`src/hdl/csrc_pkg.sv`:
```
package csrc_pkg;

    // Default width of the hold and repeat tick counters
    localparam int CSRC_TICK_BITS = 16;

    // Message queue between the event engine and the output stage
    localparam int CSRC_QDEPTH = 8;
    localparam int CSRC_QAW    = $clog2(CSRC_QDEPTH);
    localparam int CSRC_MAX_MSG = 3;

    // Speed constants
    localparam logic [7:0] SPEED_BRAKE = 8'd255;
    localparam logic [7:0] SPEED_CAP   = 8'd254;

    // Register reset values
    localparam logic [7:0]  RST_SHORT_STEP   = 8'd1;
    localparam logic [7:0]  RST_LONG_STEP    = 8'd5;
    localparam logic [15:0] RST_HOLD_TICKS   = 16'd50;
    localparam logic [15:0] RST_REPEAT_TICKS = 16'd10;

    typedef enum logic [1:0] {
        ACT_BUTTONS = 2'd0,
        ACT_ACTUAL  = 2'd1,
        ACT_OPTIMAL = 2'd2,
        ACT_TICK    = 2'd3
    } t_action;

    typedef enum logic [1:0] {
        CFG_SHORT_STEP   = 2'd0,
        CFG_LONG_STEP    = 2'd1,
        CFG_HOLD_TICKS   = 2'd2,
        CFG_REPEAT_TICKS = 2'd3
    } t_cfg_index;

    typedef enum logic {
        KIND_SPEED     = 1'b0,
        KIND_AUTOPILOT = 1'b1
    } t_kind;

    // One input event
    typedef struct packed {
        t_action    action;
        logic       brake;
        logic       up;
        logic       down;
        logic       autopilot;
        logic [7:0] speed;
    } t_event;

    // One result message
    typedef struct packed {
        t_kind      kind;
        logic [7:0] value;
        logic       last;
    } t_msg;

    // All messages of one event
    typedef struct packed {
        logic [1:0]                  count;
        t_msg [CSRC_MAX_MSG-1:0]     msg;
    } t_batch;

endpackage

```
`src/hdl/csrc_queue.sv`:
```
module csrc_queue import csrc_pkg::*; (
    input  logic   i_clk,
    input  logic   i_rst_n,
    input  logic   i_push,
    input  t_batch i_batch,
    input  logic   i_pop,
    output t_msg   o_head,
    output logic   o_valid,
    output logic   o_space_ok
);

    t_msg                 r_mem [CSRC_QDEPTH];
    logic [CSRC_QAW-1:0]  r_wr;
    logic [CSRC_QAW-1:0]  r_rd;
    logic [CSRC_QAW:0]    r_cnt;
    logic [1:0]           push_n;
    logic                 pop;

    assign push_n     = i_push ? i_batch.count : 2'd0;
    assign pop        = i_pop && (r_cnt != '0);
    assign o_valid    = (r_cnt != '0);
    assign o_head     = r_mem[r_rd];
    // room for a full batch of messages
    assign o_space_ok = (r_cnt <= (CSRC_QAW+1)'(CSRC_QDEPTH - CSRC_MAX_MSG));

    // storage: up to three consecutive writes per cycle
    always_ff @(posedge i_clk) begin
        if (i_push) begin
            for (int k = 0; k < CSRC_MAX_MSG; k++) begin
                if (2'(k) < i_batch.count) begin
                    r_mem[r_wr + CSRC_QAW'(k)] <= i_batch.msg[k];
                end
            end
        end
    end

    // pointers and fill level
    always_ff @(posedge i_clk) begin
        if (!i_rst_n) begin
            r_wr  <= '0;
            r_rd  <= '0;
            r_cnt <= '0;
        end else begin
            r_wr  <= r_wr + CSRC_QAW'(push_n);
            r_rd  <= r_rd + CSRC_QAW'(pop);
            r_cnt <= r_cnt + (CSRC_QAW+1)'(push_n) - (CSRC_QAW+1)'(pop);
        end
    end

endmodule

```
`src/hdl/csrc_front.sv`:
```
module csrc_front import csrc_pkg::*; #(
    parameter int TICK_COUNT_BITS = CSRC_TICK_BITS
) (
    input  logic        i_clk,
    input  logic        i_rst_n,
    input  logic        i_valid,
    output logic        o_ready,
    input  t_event      i_event,
    input  logic        i_space_ok,
    input  logic        i_cfg_we,
    input  logic [1:0]  i_cfg_index,
    input  logic [15:0] i_cfg_data,
    output logic        o_push,
    output t_batch      o_batch
);

    localparam int CW = (TICK_COUNT_BITS > 16) ? TICK_COUNT_BITS : 16;
    localparam logic [TICK_COUNT_BITS-1:0] CNT_MAX = '1;

    logic [7:0]                 r_short_step;
    logic [7:0]                 r_long_step;
    logic [15:0]                r_hold_ticks;
    logic [15:0]                r_repeat_ticks;

    logic [7:0]                 r_req, n_req;
    logic [7:0]                 r_act, n_act;
    logic                       r_ap, n_ap;
    logic [3:0]                 r_prev, n_prev;
    logic [1:0]                 r_sl, n_sl;
    logic [1:0]                 r_hr, n_hr;
    logic [1:0]                 r_ra, n_ra;
    logic [TICK_COUNT_BITS-1:0] r_hc [2];
    logic [TICK_COUNT_BITS-1:0] n_hc [2];
    logic [TICK_COUNT_BITS-1:0] r_rc [2];
    logic [TICK_COUNT_BITS-1:0] n_rc [2];
    logic                       accept;
    logic                       hold_zero;
    logic                       rep_zero;

    // step the request: dir 0 up (capped), dir 1 down (floored)
    function automatic logic [7:0] f_step(input logic dir, input logic [7:0] cur,
                                          input logic [7:0] amt);
        logic [8:0] sum;
        sum = {1'b0, cur} + {1'b0, amt};
        if (!dir) begin
            return (sum < 9'd255) ? sum[7:0] : SPEED_CAP;
        end
        return (amt <= cur) ? (cur - amt) : 8'd0;
    endfunction

    assign accept    = i_valid && i_space_ok;
    assign o_ready   = i_space_ok;
    assign o_push    = accept;
    assign hold_zero = (r_hold_ticks == '0);
    assign rep_zero  = (r_repeat_ticks == '0);

    // event engine: state update and message list of one event
    always_comb begin
        logic [1:0]       n;
        t_msg [2:0]       m;
        logic [1:0]       lvl;
        logic [1:0]       allow;
        logic [1:0]       prv;
        logic [7:0]       amt;

        n_req  = r_req;
        n_act  = r_act;
        n_ap   = r_ap;
        n_prev = r_prev;
        n_sl   = r_sl;
        n_hr   = r_hr;
        n_ra   = r_ra;
        n_hc   = r_hc;
        n_rc   = r_rc;
        n      = 2'd0;
        m      = '0;
        lvl    = {i_event.down, i_event.up};
        allow  = {!i_event.up && !i_event.brake, !i_event.down && !i_event.brake};
        prv    = r_prev[2:1];
        amt    = '0;

        unique case (i_event.action)
            ACT_BUTTONS: begin
                // brake edges
                if (i_event.brake && !r_prev[0]) begin
                    if (n_ap) begin
                        n_ap = 1'b0;
                        if (n != 2'd3) begin
                            m[n].kind = KIND_AUTOPILOT; m[n].value = 8'd0; n = n + 2'd1;
                        end
                    end
                    n_req = SPEED_BRAKE;
                    if (n != 2'd3) begin
                        m[n].kind = KIND_SPEED; m[n].value = n_req; n = n + 2'd1;
                    end
                end else if (!i_event.brake && r_prev[0]) begin
                    n_ra  = 2'b00;
                    n_req = r_act;
                    if (n != 2'd3) begin
                        m[n].kind = KIND_SPEED; m[n].value = n_req; n = n + 2'd1;
                    end
                end
                // up (0) then down (1)
                for (int b = 0; b < 2; b++) begin
                    if (lvl[b] && allow[b]) begin
                        if (!prv[b]) begin
                            if (n_ap) begin
                                n_ap = 1'b0;
                                if (n != 2'd3) begin
                                    m[n].kind = KIND_AUTOPILOT; m[n].value = 8'd0;
                                    n = n + 2'd1;
                                end
                            end
                            if (!n_hr[b]) begin
                                n_hr[b] = 1'b1;
                                n_hc[b] = '0;
                            end
                            amt   = n_sl[b] ? r_long_step : r_short_step;
                            n_req = f_step(1'(b), n_req, amt);
                            if (n != 2'd3) begin
                                m[n].kind = KIND_SPEED; m[n].value = n_req; n = n + 2'd1;
                            end
                        end else if (n_sl[b] && !n_ra[b]) begin
                            n_req = f_step(1'(b), n_req, r_long_step);
                            if (n != 2'd3) begin
                                m[n].kind = KIND_SPEED; m[n].value = n_req; n = n + 2'd1;
                            end
                            n_ra[b] = 1'b1;
                            n_rc[b] = '0;
                        end
                    end else if (!lvl[b] && prv[b]) begin
                        n_ra[b] = 1'b0;
                        n_sl[b] = 1'b0;
                        n_hr[b] = 1'b0;
                    end
                end
                // autopilot toggle on a clean press edge
                if (i_event.autopilot && !i_event.up && !i_event.down && !i_event.brake
                    && !r_prev[3]) begin
                    if (!n_ap) begin
                        n_ap = 1'b1;
                        if (n != 2'd3) begin
                            m[n].kind = KIND_AUTOPILOT; m[n].value = 8'd1; n = n + 2'd1;
                        end
                    end else begin
                        n_ap = 1'b0;
                        if (n != 2'd3) begin
                            m[n].kind = KIND_AUTOPILOT; m[n].value = 8'd0; n = n + 2'd1;
                        end
                        n_req = r_act;
                        if (n != 2'd3) begin
                            m[n].kind = KIND_SPEED; m[n].value = n_req; n = n + 2'd1;
                        end
                    end
                end
                n_prev = {i_event.autopilot, i_event.down, i_event.up, i_event.brake};
            end
            ACT_ACTUAL: begin
                n_act = i_event.speed;
            end
            ACT_OPTIMAL: begin
                if (r_ap) begin
                    n_req = i_event.speed;
                    m[0].kind = KIND_SPEED; m[0].value = n_req; n = 2'd1;
                end
            end
            ACT_TICK: begin
                // hold timers
                for (int b = 0; b < 2; b++) begin
                    if (n_hr[b]) begin
                        if (n_hc[b] != CNT_MAX) begin
                            n_hc[b] = n_hc[b] + 1'b1;
                        end
                        if ((CW'(n_hc[b]) >= CW'(r_hold_ticks)) || hold_zero) begin
                            n_sl[b] = 1'b1;
                            n_hr[b] = 1'b0;
                        end
                    end
                end
                // repeat timers
                for (int b = 0; b < 2; b++) begin
                    if (n_ra[b]) begin
                        if (n_rc[b] != CNT_MAX) begin
                            n_rc[b] = n_rc[b] + 1'b1;
                        end
                        if ((CW'(n_rc[b]) >= CW'(r_repeat_ticks)) || rep_zero) begin
                            n_rc[b] = '0;
                            if (n_sl[b]) begin
                                n_req = f_step(1'(b), n_req, r_long_step);
                                if (n != 2'd3) begin
                                    m[n].kind = KIND_SPEED; m[n].value = n_req;
                                    n = n + 2'd1;
                                end
                            end
                        end
                    end
                end
            end
            default: begin
            end
        endcase

        if (n != 2'd0) begin
            m[n - 2'd1].last = 1'b1;
        end
        o_batch.count = n;
        o_batch.msg   = m;
    end

    // configuration registers
    always_ff @(posedge i_clk) begin
        if (!i_rst_n) begin
            r_short_step   <= RST_SHORT_STEP;
            r_long_step    <= RST_LONG_STEP;
            r_hold_ticks   <= RST_HOLD_TICKS;
            r_repeat_ticks <= RST_REPEAT_TICKS;
        end else if (i_cfg_we) begin
            unique case (t_cfg_index'(i_cfg_index))
                CFG_SHORT_STEP:   r_short_step   <= i_cfg_data[7:0];
                CFG_LONG_STEP:    r_long_step    <= i_cfg_data[7:0];
                CFG_HOLD_TICKS:   r_hold_ticks   <= i_cfg_data;
                CFG_REPEAT_TICKS: r_repeat_ticks <= i_cfg_data;
                default: begin
                end
            endcase
        end
    end

    // controller state, committed per accepted event
    always_ff @(posedge i_clk) begin
        if (!i_rst_n) begin
            r_req  <= '0;
            r_act  <= '0;
            r_ap   <= 1'b0;
            r_prev <= '0;
            r_sl   <= '0;
            r_hr   <= '0;
            r_ra   <= '0;
            r_hc   <= '{default: '0};
            r_rc   <= '{default: '0};
        end else if (accept) begin
            r_req  <= n_req;
            r_act  <= n_act;
            r_ap   <= n_ap;
            r_prev <= n_prev;
            r_sl   <= n_sl;
            r_hr   <= n_hr;
            r_ra   <= n_ra;
            r_hc   <= n_hc;
            r_rc   <= n_rc;
        end
    end

endmodule

```
`src/hdl/csrc_back.sv`:
```
module csrc_back import csrc_pkg::*; (
    input  logic       i_clk,
    input  logic       i_rst_n,
    input  logic       i_valid,
    input  t_msg       i_head,
    output logic       o_pop,
    output logic       o_m_tvalid,
    input  logic       i_m_tready,
    output logic [7:0] o_m_tdata,
    output logic [0:0] o_m_tuser,
    output logic       o_m_tlast
);

    logic r_valid;
    t_msg r_msg;
    logic load;

    assign load       = !r_valid || i_m_tready;
    assign o_pop      = load && i_valid;
    assign o_m_tvalid = r_valid;
    assign o_m_tdata  = r_msg.value;
    assign o_m_tuser  = r_msg.kind;
    assign o_m_tlast  = r_msg.last;

    // output register valid
    always_ff @(posedge i_clk) begin
        if (!i_rst_n) begin
            r_valid <= 1'b0;
        end else if (load) begin
            r_valid <= i_valid;
        end
    end

    // output register payload
    always_ff @(posedge i_clk) begin
        if (o_pop) begin
            r_msg <= i_head;
        end
    end

endmodule

```
`src/hdl/cruise_speed_request_control.sv`:
```
// Channel   Dir  Signals                      Payload
// s (event) in   i_s_tvalid / o_s_tready      tuser: action; tdata: brake, up, down,
//                                             autopilot, speed_value
// m (msg)   out  o_m_tvalid / i_m_tready      tuser: message_kind; tdata: message_value;
//                                             tlast: last
// cfg       in   i_cfg_we                     i_cfg_index, i_cfg_data
//
// An event is accepted and its zero to three messages are queued at once;
// events may follow back to back while the queue has room for three more messages.
// The output register sends one message per cycle while i_m_tready is high; an event
// without any messages sends nothing on the output.
// Reset is synchronous active low and clears the controller state and the queue.
// A stalled output only stops input acceptance once the message queue is near full.
module cruise_speed_request_control import csrc_pkg::*; #(
    parameter int TICK_COUNT_BITS = CSRC_TICK_BITS
) (
    input  logic        i_clk,
    input  logic        i_rst_n,
    input  logic        i_s_tvalid,
    output logic        o_s_tready,
    input  logic [15:0] i_s_tdata,   // [0] brake, [1] up, [2] down, [3] autopilot,
                                     // [11:4] speed_value, [15:12] zero
    input  logic [1:0]  i_s_tuser,   // [1:0] action
    output logic        o_m_tvalid,
    input  logic        i_m_tready,
    output logic [7:0]  o_m_tdata,   // [7:0] message_value
    output logic [0:0]  o_m_tuser,   // [0] message_kind
    output logic        o_m_tlast,
    input  logic        i_cfg_we,
    input  logic [1:0]  i_cfg_index,
    input  logic [15:0] i_cfg_data
);

    t_event ev;
    t_batch batch;
    t_msg   head;
    logic   push;
    logic   pop;
    logic   q_valid;
    logic   space_ok;

    // unpack the event request
    always_comb begin
        ev.action    = t_action'(i_s_tuser);
        ev.brake     = i_s_tdata[0];
        ev.up        = i_s_tdata[1];
        ev.down      = i_s_tdata[2];
        ev.autopilot = i_s_tdata[3];
        ev.speed     = i_s_tdata[11:4];
    end

    csrc_front #(
        .TICK_COUNT_BITS (TICK_COUNT_BITS)
    ) u_front (
        .i_clk       (i_clk),
        .i_rst_n     (i_rst_n),
        .i_valid     (i_s_tvalid),
        .o_ready     (o_s_tready),
        .i_event     (ev),
        .i_space_ok  (space_ok),
        .i_cfg_we    (i_cfg_we),
        .i_cfg_index (i_cfg_index),
        .i_cfg_data  (i_cfg_data),
        .o_push      (push),
        .o_batch     (batch)
    );

    csrc_queue u_queue (
        .i_clk      (i_clk),
        .i_rst_n    (i_rst_n),
        .i_push     (push),
        .i_batch    (batch),
        .i_pop      (pop),
        .o_head     (head),
        .o_valid    (q_valid),
        .o_space_ok (space_ok)
    );

    csrc_back u_back (
        .i_clk      (i_clk),
        .i_rst_n    (i_rst_n),
        .i_valid    (q_valid),
        .i_head     (head),
        .o_pop      (pop),
        .o_m_tvalid (o_m_tvalid),
        .i_m_tready (i_m_tready),
        .o_m_tdata  (o_m_tdata),
        .o_m_tuser  (o_m_tuser),
        .o_m_tlast  (o_m_tlast)
    );

endmodule

```
`config.mk`:
```
export PLATFORM = sky130hd
export DESIGN_NAME = cruise_speed_request_control
export DESIGN_NICKNAME = d
export VERILOG_FILES = /design/src/hdl/csrc_pkg.sv /design/src/hdl/csrc_queue.sv /design/src/hdl/csrc_front.sv /design/src/hdl/csrc_back.sv /design/src/hdl/cruise_speed_request_control.sv
export SDC_FILE = /design/constraint.sdc
export NUM_CORES = 1
export LEC_CHECK = 0
export BUFFER_PORTS_ARGS = -buffer_cell sky130_fd_sc_hd__buf_4
export CAP_MARGIN = 20
export CORE_MARGIN = 10
export CORE_UTILIZATION = 60
export CTS_CLUSTER_SIZE = 12
export DETAILED_ROUTE_END_ITERATION = 8
export PLACE_DENSITY_LB_ADDON = 0.25
export RECOVER_POWER = 100
export SLEW_MARGIN = 30
export SYNTH_ARGS = -nofsm -noshare
export SYNTH_HDL_FRONTEND = slang
export SYNTH_SLANG_ARGS = --single-unit
```
`constraint.sdc`:
```
create_clock -name i_clk -period 9.95 [get_ports i_clk]
set_input_delay 0.995 -clock i_clk [delete_from_list [all_inputs] [get_ports i_clk]]
set_output_delay 0.995 -clock i_clk [all_outputs]
set_load 0.01 [all_outputs]
```
# Word-level counts from Yosys, hierarchy flattened

Memory sizes are Yosys's and may differ from the RTL's. A register that Yosys moved wholly into a read port is not among the register bits.
Cells that the tools add are included.

Add/sub/neg operators: 28
Order comparisons: 35
Equal/unequal tests: 41
Mux-type cells: 288
Reductions and logical operators: 62

Operators with widths:

| cell                                                                 | number |
|---|---|
| 30-bit 2-to-1 mux                                                    | 36 |
| 30-bit bitwise mux                                                   | 22 |
| 16-bit 2-to-1 mux                                                    | 30 |
| 8-bit 2-to-1 mux                                                     | 44 |
| 10-bit demux with 2-bit select                                       | 17 |
| 9-bit 2-to-1 mux                                                     | 16 |
| 32-bit case mux with 2 select lines                                  | 2 |
| 2-bit 2-to-1 mux                                                     | 43 |
| 10-bit 2-to-1 mux                                                    | 8 |
| 16-bit by 1-bit adder with 16-bit output, second input constant      | 4 |
| 16-bit greater-or-equal comparator                                   | 4 |
| 16-bit inequality test, second input constant                        | 4 |
| 1-bit 2-to-1 mux                                                     | 61 |
| 8-bit <= comparator                                                  | 6 |
| 8-bit subtractor                                                     | 6 |
| 20-bit 2-to-1 mux                                                    | 2 |
| 20-bit case mux with 2 select lines                                  | 1 |
| 16-bit logical NOT                                                   | 2 |
| 2-bit inequality test, second input constant                         | 14 |
| 8-bit by 8-bit adder with 9-bit output                               | 3 |
| 2-bit by 3-bit < comparator with 1-bit output, second input constant | 9 |
| 9-bit by 8-bit < comparator with 1-bit output, second input constant | 3 |
| 9-bit case mux with 3 select lines                                   | 1 |
| 1-bit logical AND                                                    | 26 |
| 31 further kinds                                                     | 90 |

Flip-flop bits (word level): 150
Bits in writable memories: 80
Input bits: 41
Memories kept: 1

Memory list:

| memory        | words | bits a word | read ports | clocked after Yosys merged registers in | wr ports | RTL line         | RTL |
|---|---|---|---|---|---|---|---|
| u_queue.r_mem | 8     | 10          | 1          | 1                                       | 3        | csrc_queue.sv:12 | `t_msg r_mem [CSRC_QDEPTH];` |

# Longest topological paths before layout

Word-level depth: 53
Depth in mapped cells: 35

# Cells and area by module

Synthesis repeated with hierarchy kept, for this count alone.

Cells, all modules: 2,480
Area, all modules: 19,776.5 um^2

By module, submodules not included:

| module     | times used | cells an instance | area an instance (um^2) | seq. area each (um^2) |
|---|---|---|---|---|
| csrc_front | 1          | 1,850             | 13,779.5                | 2,782.7 |
| csrc_queue | 1          | 616               | 5,649.2                 | 2,602.5 |
| csrc_back  | 1          | 14                | 347.8                   | 320.3 |

# Worst setup path after synthesis

OpenSTA, ideal clock, no wires.

Kind: reg2reg
Start: register u_front.r_hc[19] (netlist bit)
End: memory u_queue.r_mem[0][6] (netlist bit), data pin
Arrival: 6.704 ns
Required time: 9.787 ns
Slack: 3.083 ns
Cell stages (with the launch flop): 34
Buffers on the path: 3
Period minus slack after synthesis: 6.867 ns
Path through: dfxtp_1 > clkbuf_1 > and4_1 > and4_1 > nand3_1 > nor2_1 > and2_1 > nand4_1 > and4_1 > nand2_1 > xnor2_1 > ha_1 > a211o_1 > a2111oi_0 > o211a_1 > o311ai_0 > a21oi_1 > nand3b_1 > buf_2 > buf_1 > a21oi_1 > ha_1 > fa_1 > nand2b_1 > a21oi_1 > or2_2 > a211oi_1 > nor3_1 > nand2_1 > nor3b_1 > a211oi_1 > a311oi_4 > nand2_1 > o221ai_1

RTL lines:

| item                     | RTL line          | RTL |
|---|---|---|
| start: declaration       | csrc_front.sv:32  | `logic [TICK_COUNT_BITS-1:0] r_hc [2];` |
| start signal: assignment | csrc_front.sv:249 | `r_hc <= n_hc;` |
| end: declaration         | csrc_queue.sv:12  |  |

==> results.sh <==
export IMPL_row_count=65
export IMPL_nets=2512
export IMPL_drc=0
export IMPL_fmaxAchievable_mhz=110
export IMPL_rsz0062_at_grt="no"
export IMPL_ctsResizeCount=0
export IMPL_vias=19400
export IMPL_hold_class="reg -> reg"
export IMPL_grt_max_degree=120
export IMPL_start_util_pct=61.3
export IMPL_synth_common_cells="nand2_1, nor2_1, a21oi_1"
export IMPL_h_tree_depth=1
export IMPL_drt_pre_antenna_iters=6
export IMPL_die_h_um=200
export IMPL_fp_coreArea_mm2=0.0317
export IMPL_drive_gt1_share_pct=9.18
export IMPL_antenna_found_initial=0
export IMPL_ys_ff_latch=240
export IMPL_worst_clock_skew_ps=24.5
export IMPL_finalCritPeriodShare_pct=91.7
export IMPL_outcome="finished with violations"
export IMPL_cts_tree="built"
export IMPL_worst_pin_slew_ps=4430
export IMPL_slowest_delay_ps=1000
export IMPL_startpoint="u_front.r_hc[19]$_SDFFE_PN0P_"
export IMPL_die_w_um=200
export IMPL_cp_max_fo=22
export IMPL_synthesis_nets=2499
export IMPL_start_kind="flip-flop"
export IMPL_vias_per_cell=7.05
export IMPL_ios=53
export IMPL_crit_type="reg -> reg"
export IMPL_synthTopCellsByArea="dfxtp_1, edfxtp_1, ha_1"
export IMPL_wl_mm=70.1
export IMPL_ys_flop_type="dfxtp_1"
export IMPL_finalHoldViolCount=0
export IMPL_wire_per_inst_um=25.4
export IMPL_yosys_warnings=0
export IMPL_cts_buffer_depth=3
export IMPL_syn_inst=2317
export IMPL_crit_top_cell="a21oi_1"
export IMPL_clk_latency_ps=580
export IMPL_die_area_mm2=0.0400
export IMPL_root_buffer="clkbuf_16"
export IMPL_grt_usage_pct=34.2
export IMPL_async_reset_ff_share_pct=0
export IMPL_ys_seq_area_share_pct=29.4
export IMPL_setup_viol=0
export IMPL_syn_cell_area_mm2=0.0194
export IMPL_postCtsHoldBufs=0
export IMPL_ir_drop_mv=0.135
export IMPL_portBuffers=48
export IMPL_layoutNonFillerInstCount=2754
export IMPL_grt_pass1_wl_mm=106
export IMPL_synth_most_common_cell="nand2_1"
export IMPL_n_antenna_cell=0
export IMPL_postSynthAreaPerCell_um2=8.39
export IMPL_relSlewSlack_pct=-195
export IMPL_slowest_stage="o311ai_0"
export IMPL_rr_startpoint="u_front.r_hc[19]$_SDFFE_PN0P_"
export IMPL_hold_depth=2
export IMPL_fillers=2656
export IMPL_grt_overflow=0
export IMPL_cp_data_arrival_time_ps=9570
export IMPL_r2r_cells=34
export IMPL_area_growth_pct=8.51
export IMPL_period_minus_slack_ps=9120
export IMPL_dpl_cell_count=2701
export IMPL_slew_viol_final=159
export IMPL_worst_hold_slack_ps=484
export IMPL_tns_ps=0
export IMPL_synth_top_area_cell="dfxtp_1"
export IMPL_power_leakage_nw=7.90
export IMPL_netlist_area_leader_share_pct=15.5
export IMPL_powerDensity_mw_per_mm2=162
export IMPL_violations="capacitance limit, slew limit"
export IMPL_cts_made_buffers=29
export IMPL_drt_iter0_markers=2574
export IMPL_cts_sinks=240
export IMPL_postCtsSetupBuffers=0
export IMPL_hpwlAfterDp_mm=53.1
export IMPL_detail_route_antenna_nets=0
export IMPL_crit_required_ps=10390
export IMPL_crit_path_end_kind="flip-flop"
export IMPL_clk_pin_slew_worst_paths_ps=60
export IMPL_yosysUniqueCellTypes=104
export IMPL_gp_congestion=1.05
export IMPL_synth_edf_count=90
export IMPL_worstHoldStart="u_front.r_hold_ticks[15]$_SDFFE_PN0P_"
export IMPL_grt_pass1_vias=17900
export IMPL_cap_violations=3
power breakdown:
group / internal [mW] / leakage, nW / switching (mW)
sequential: 1.09 / 2.05 / 0.0694
combinational: 0.435 / 5.37 / 0.731
clock: 0.653 / 0.486 / 0.445
cell usage in the layout, fill, tap and decap left out, drive strengths merged, types with 9 or more instances in the layout:
cell type | synthesis | final
o211ai | 22 | 22
clkbuf | 89 | 67
buf | 17 | 62
a211oi | 22 | 22
dfxtp | 150 | 150
o31ai | 15 | 15
a221oi | 12 | 12
o22ai | 17 | 17
a22oi | 62 | 62
and3 | 32 | 32
nor4 | 15 | 15
mux4 | 20 | 20
o21ai | 142 | 142
nand2b | 29 | 29
o221ai | 42 | 42
nand4 | 29 | 29
and4 | 11 | 11
a211o | 9 | 9
inv | 90 | 93
or2 | 13 | 13
or3 | 14 | 14
nor2 | 161 | 161
nor3 | 67 | 67
ha | 133 | 133
nand2 | 262 | 262
nand3 | 71 | 71
and2 | 28 | 28
nor2b | 103 | 103
xor2 | 23 | 23
mux2i | 45 | 45
a31oi | 14 | 14
a21oi | 160 | 160
xnor2 | 44 | 44
mux2 | 28 | 28
o21a | 18 | 18
edfxtp | 90 | 90
a21o | 49 | 49
a21boi | 36 | 36
flip-flops by register name, summed over array words and instances (netlist names), 4 cells and up:
signal / count
u_back.o_m_tdata: 8
u_front.r_hold_ticks: 16
u_front.r_prev: 4
u_front.r_hc: 32
u_front.r_long_step: 8
u_front.r_repeat_ticks: 16
u_queue.r_mem: 80
u_front.r_req: 8
u_front.r_act: 8
u_queue.r_cnt: 4
u_front.r_rc: 32
u_front.r_short_step: 8
path summary, 6_finish.rpt:
check	slack [ps]	end
worst min-delay path	480	u_front.r_hold_ticks[15]$_SDFFE_PN0P_
worst max register to register	830	u_queue.r_mem[3][7]$_DFFE_PP_
worst min register to register	480	u_front.r_hold_ticks[15]$_SDFFE_PN0P_
worst max-delay path	830	u_queue.r_mem[3][7]$_DFFE_PP_
logic make-up (layout without fill, tap and decap cells):
kind of cell | count (synthesis) | in the layout | synth area share (%)
xor gates and xnor gates | 67 | 67 | 3.10
adders and majority gates | 141 | 141 | 9.39
muxes | 93 | 93 | 6.26
AOI/OAI and AO/OA | 720 | 720 | 26.0
DFF | 240 | 240 | 29.4
buffers and inverters | 197 | 232 | 3.88
and+or+nand+nor | 859 | 859 | 22.0
cell type report:
| type | instances | area [um^2] | share of cell area [%] |
|---|---|---|---|
| clock buffer | 41 | 851 | 4.04 |
| clock inverter | 12 | 145 | 0.688 |
| inverter | 91 | 342 | 1.62 |
| multi-input combinational | 1880 | 13000 | 61.5 |
| sequential | 240 | 5710 | 27.1 |
| tap | 402 | 503 | 2.39 |
| timing repair buffer | 88 | 561 | 2.66 |
layer usage:
metal  GRT usage (%)  vias up  part of all wire (%)
li1                -     8727                     -
met1            45.8     9186                    40
met2            53.5     1240                    43
met3            5.54      261                    11
met4            14.8        0                   5.7
met5               0        -                     0
critical path: cells and delay by family, from the launching register on:
kind / cells / cell delay, ps
xor gates and xnor gates: 1 / 110
and+or+nand+nor: 15 / 3760
AOI/OAI and AO/OA: 12 / 2960
adders and majority gates: 3 / 1030
DFF: 1 / 460
buffers and inverters: 3 / 660
through the flow:
stage	util, %	cell area [um^2]	setup slack (ps)	total power [mW]
global placement	63.7	20200	1500	2.30
finish	66.5	21100	828	3.42
floorplan	-	19400	3080	1.92
CTS	66.9	21200	1450	3.42
global route	66.5	21100	403	3.55
detailed placement	63.8	20200	1480	2.32
(Power assumes the default switching activity.)
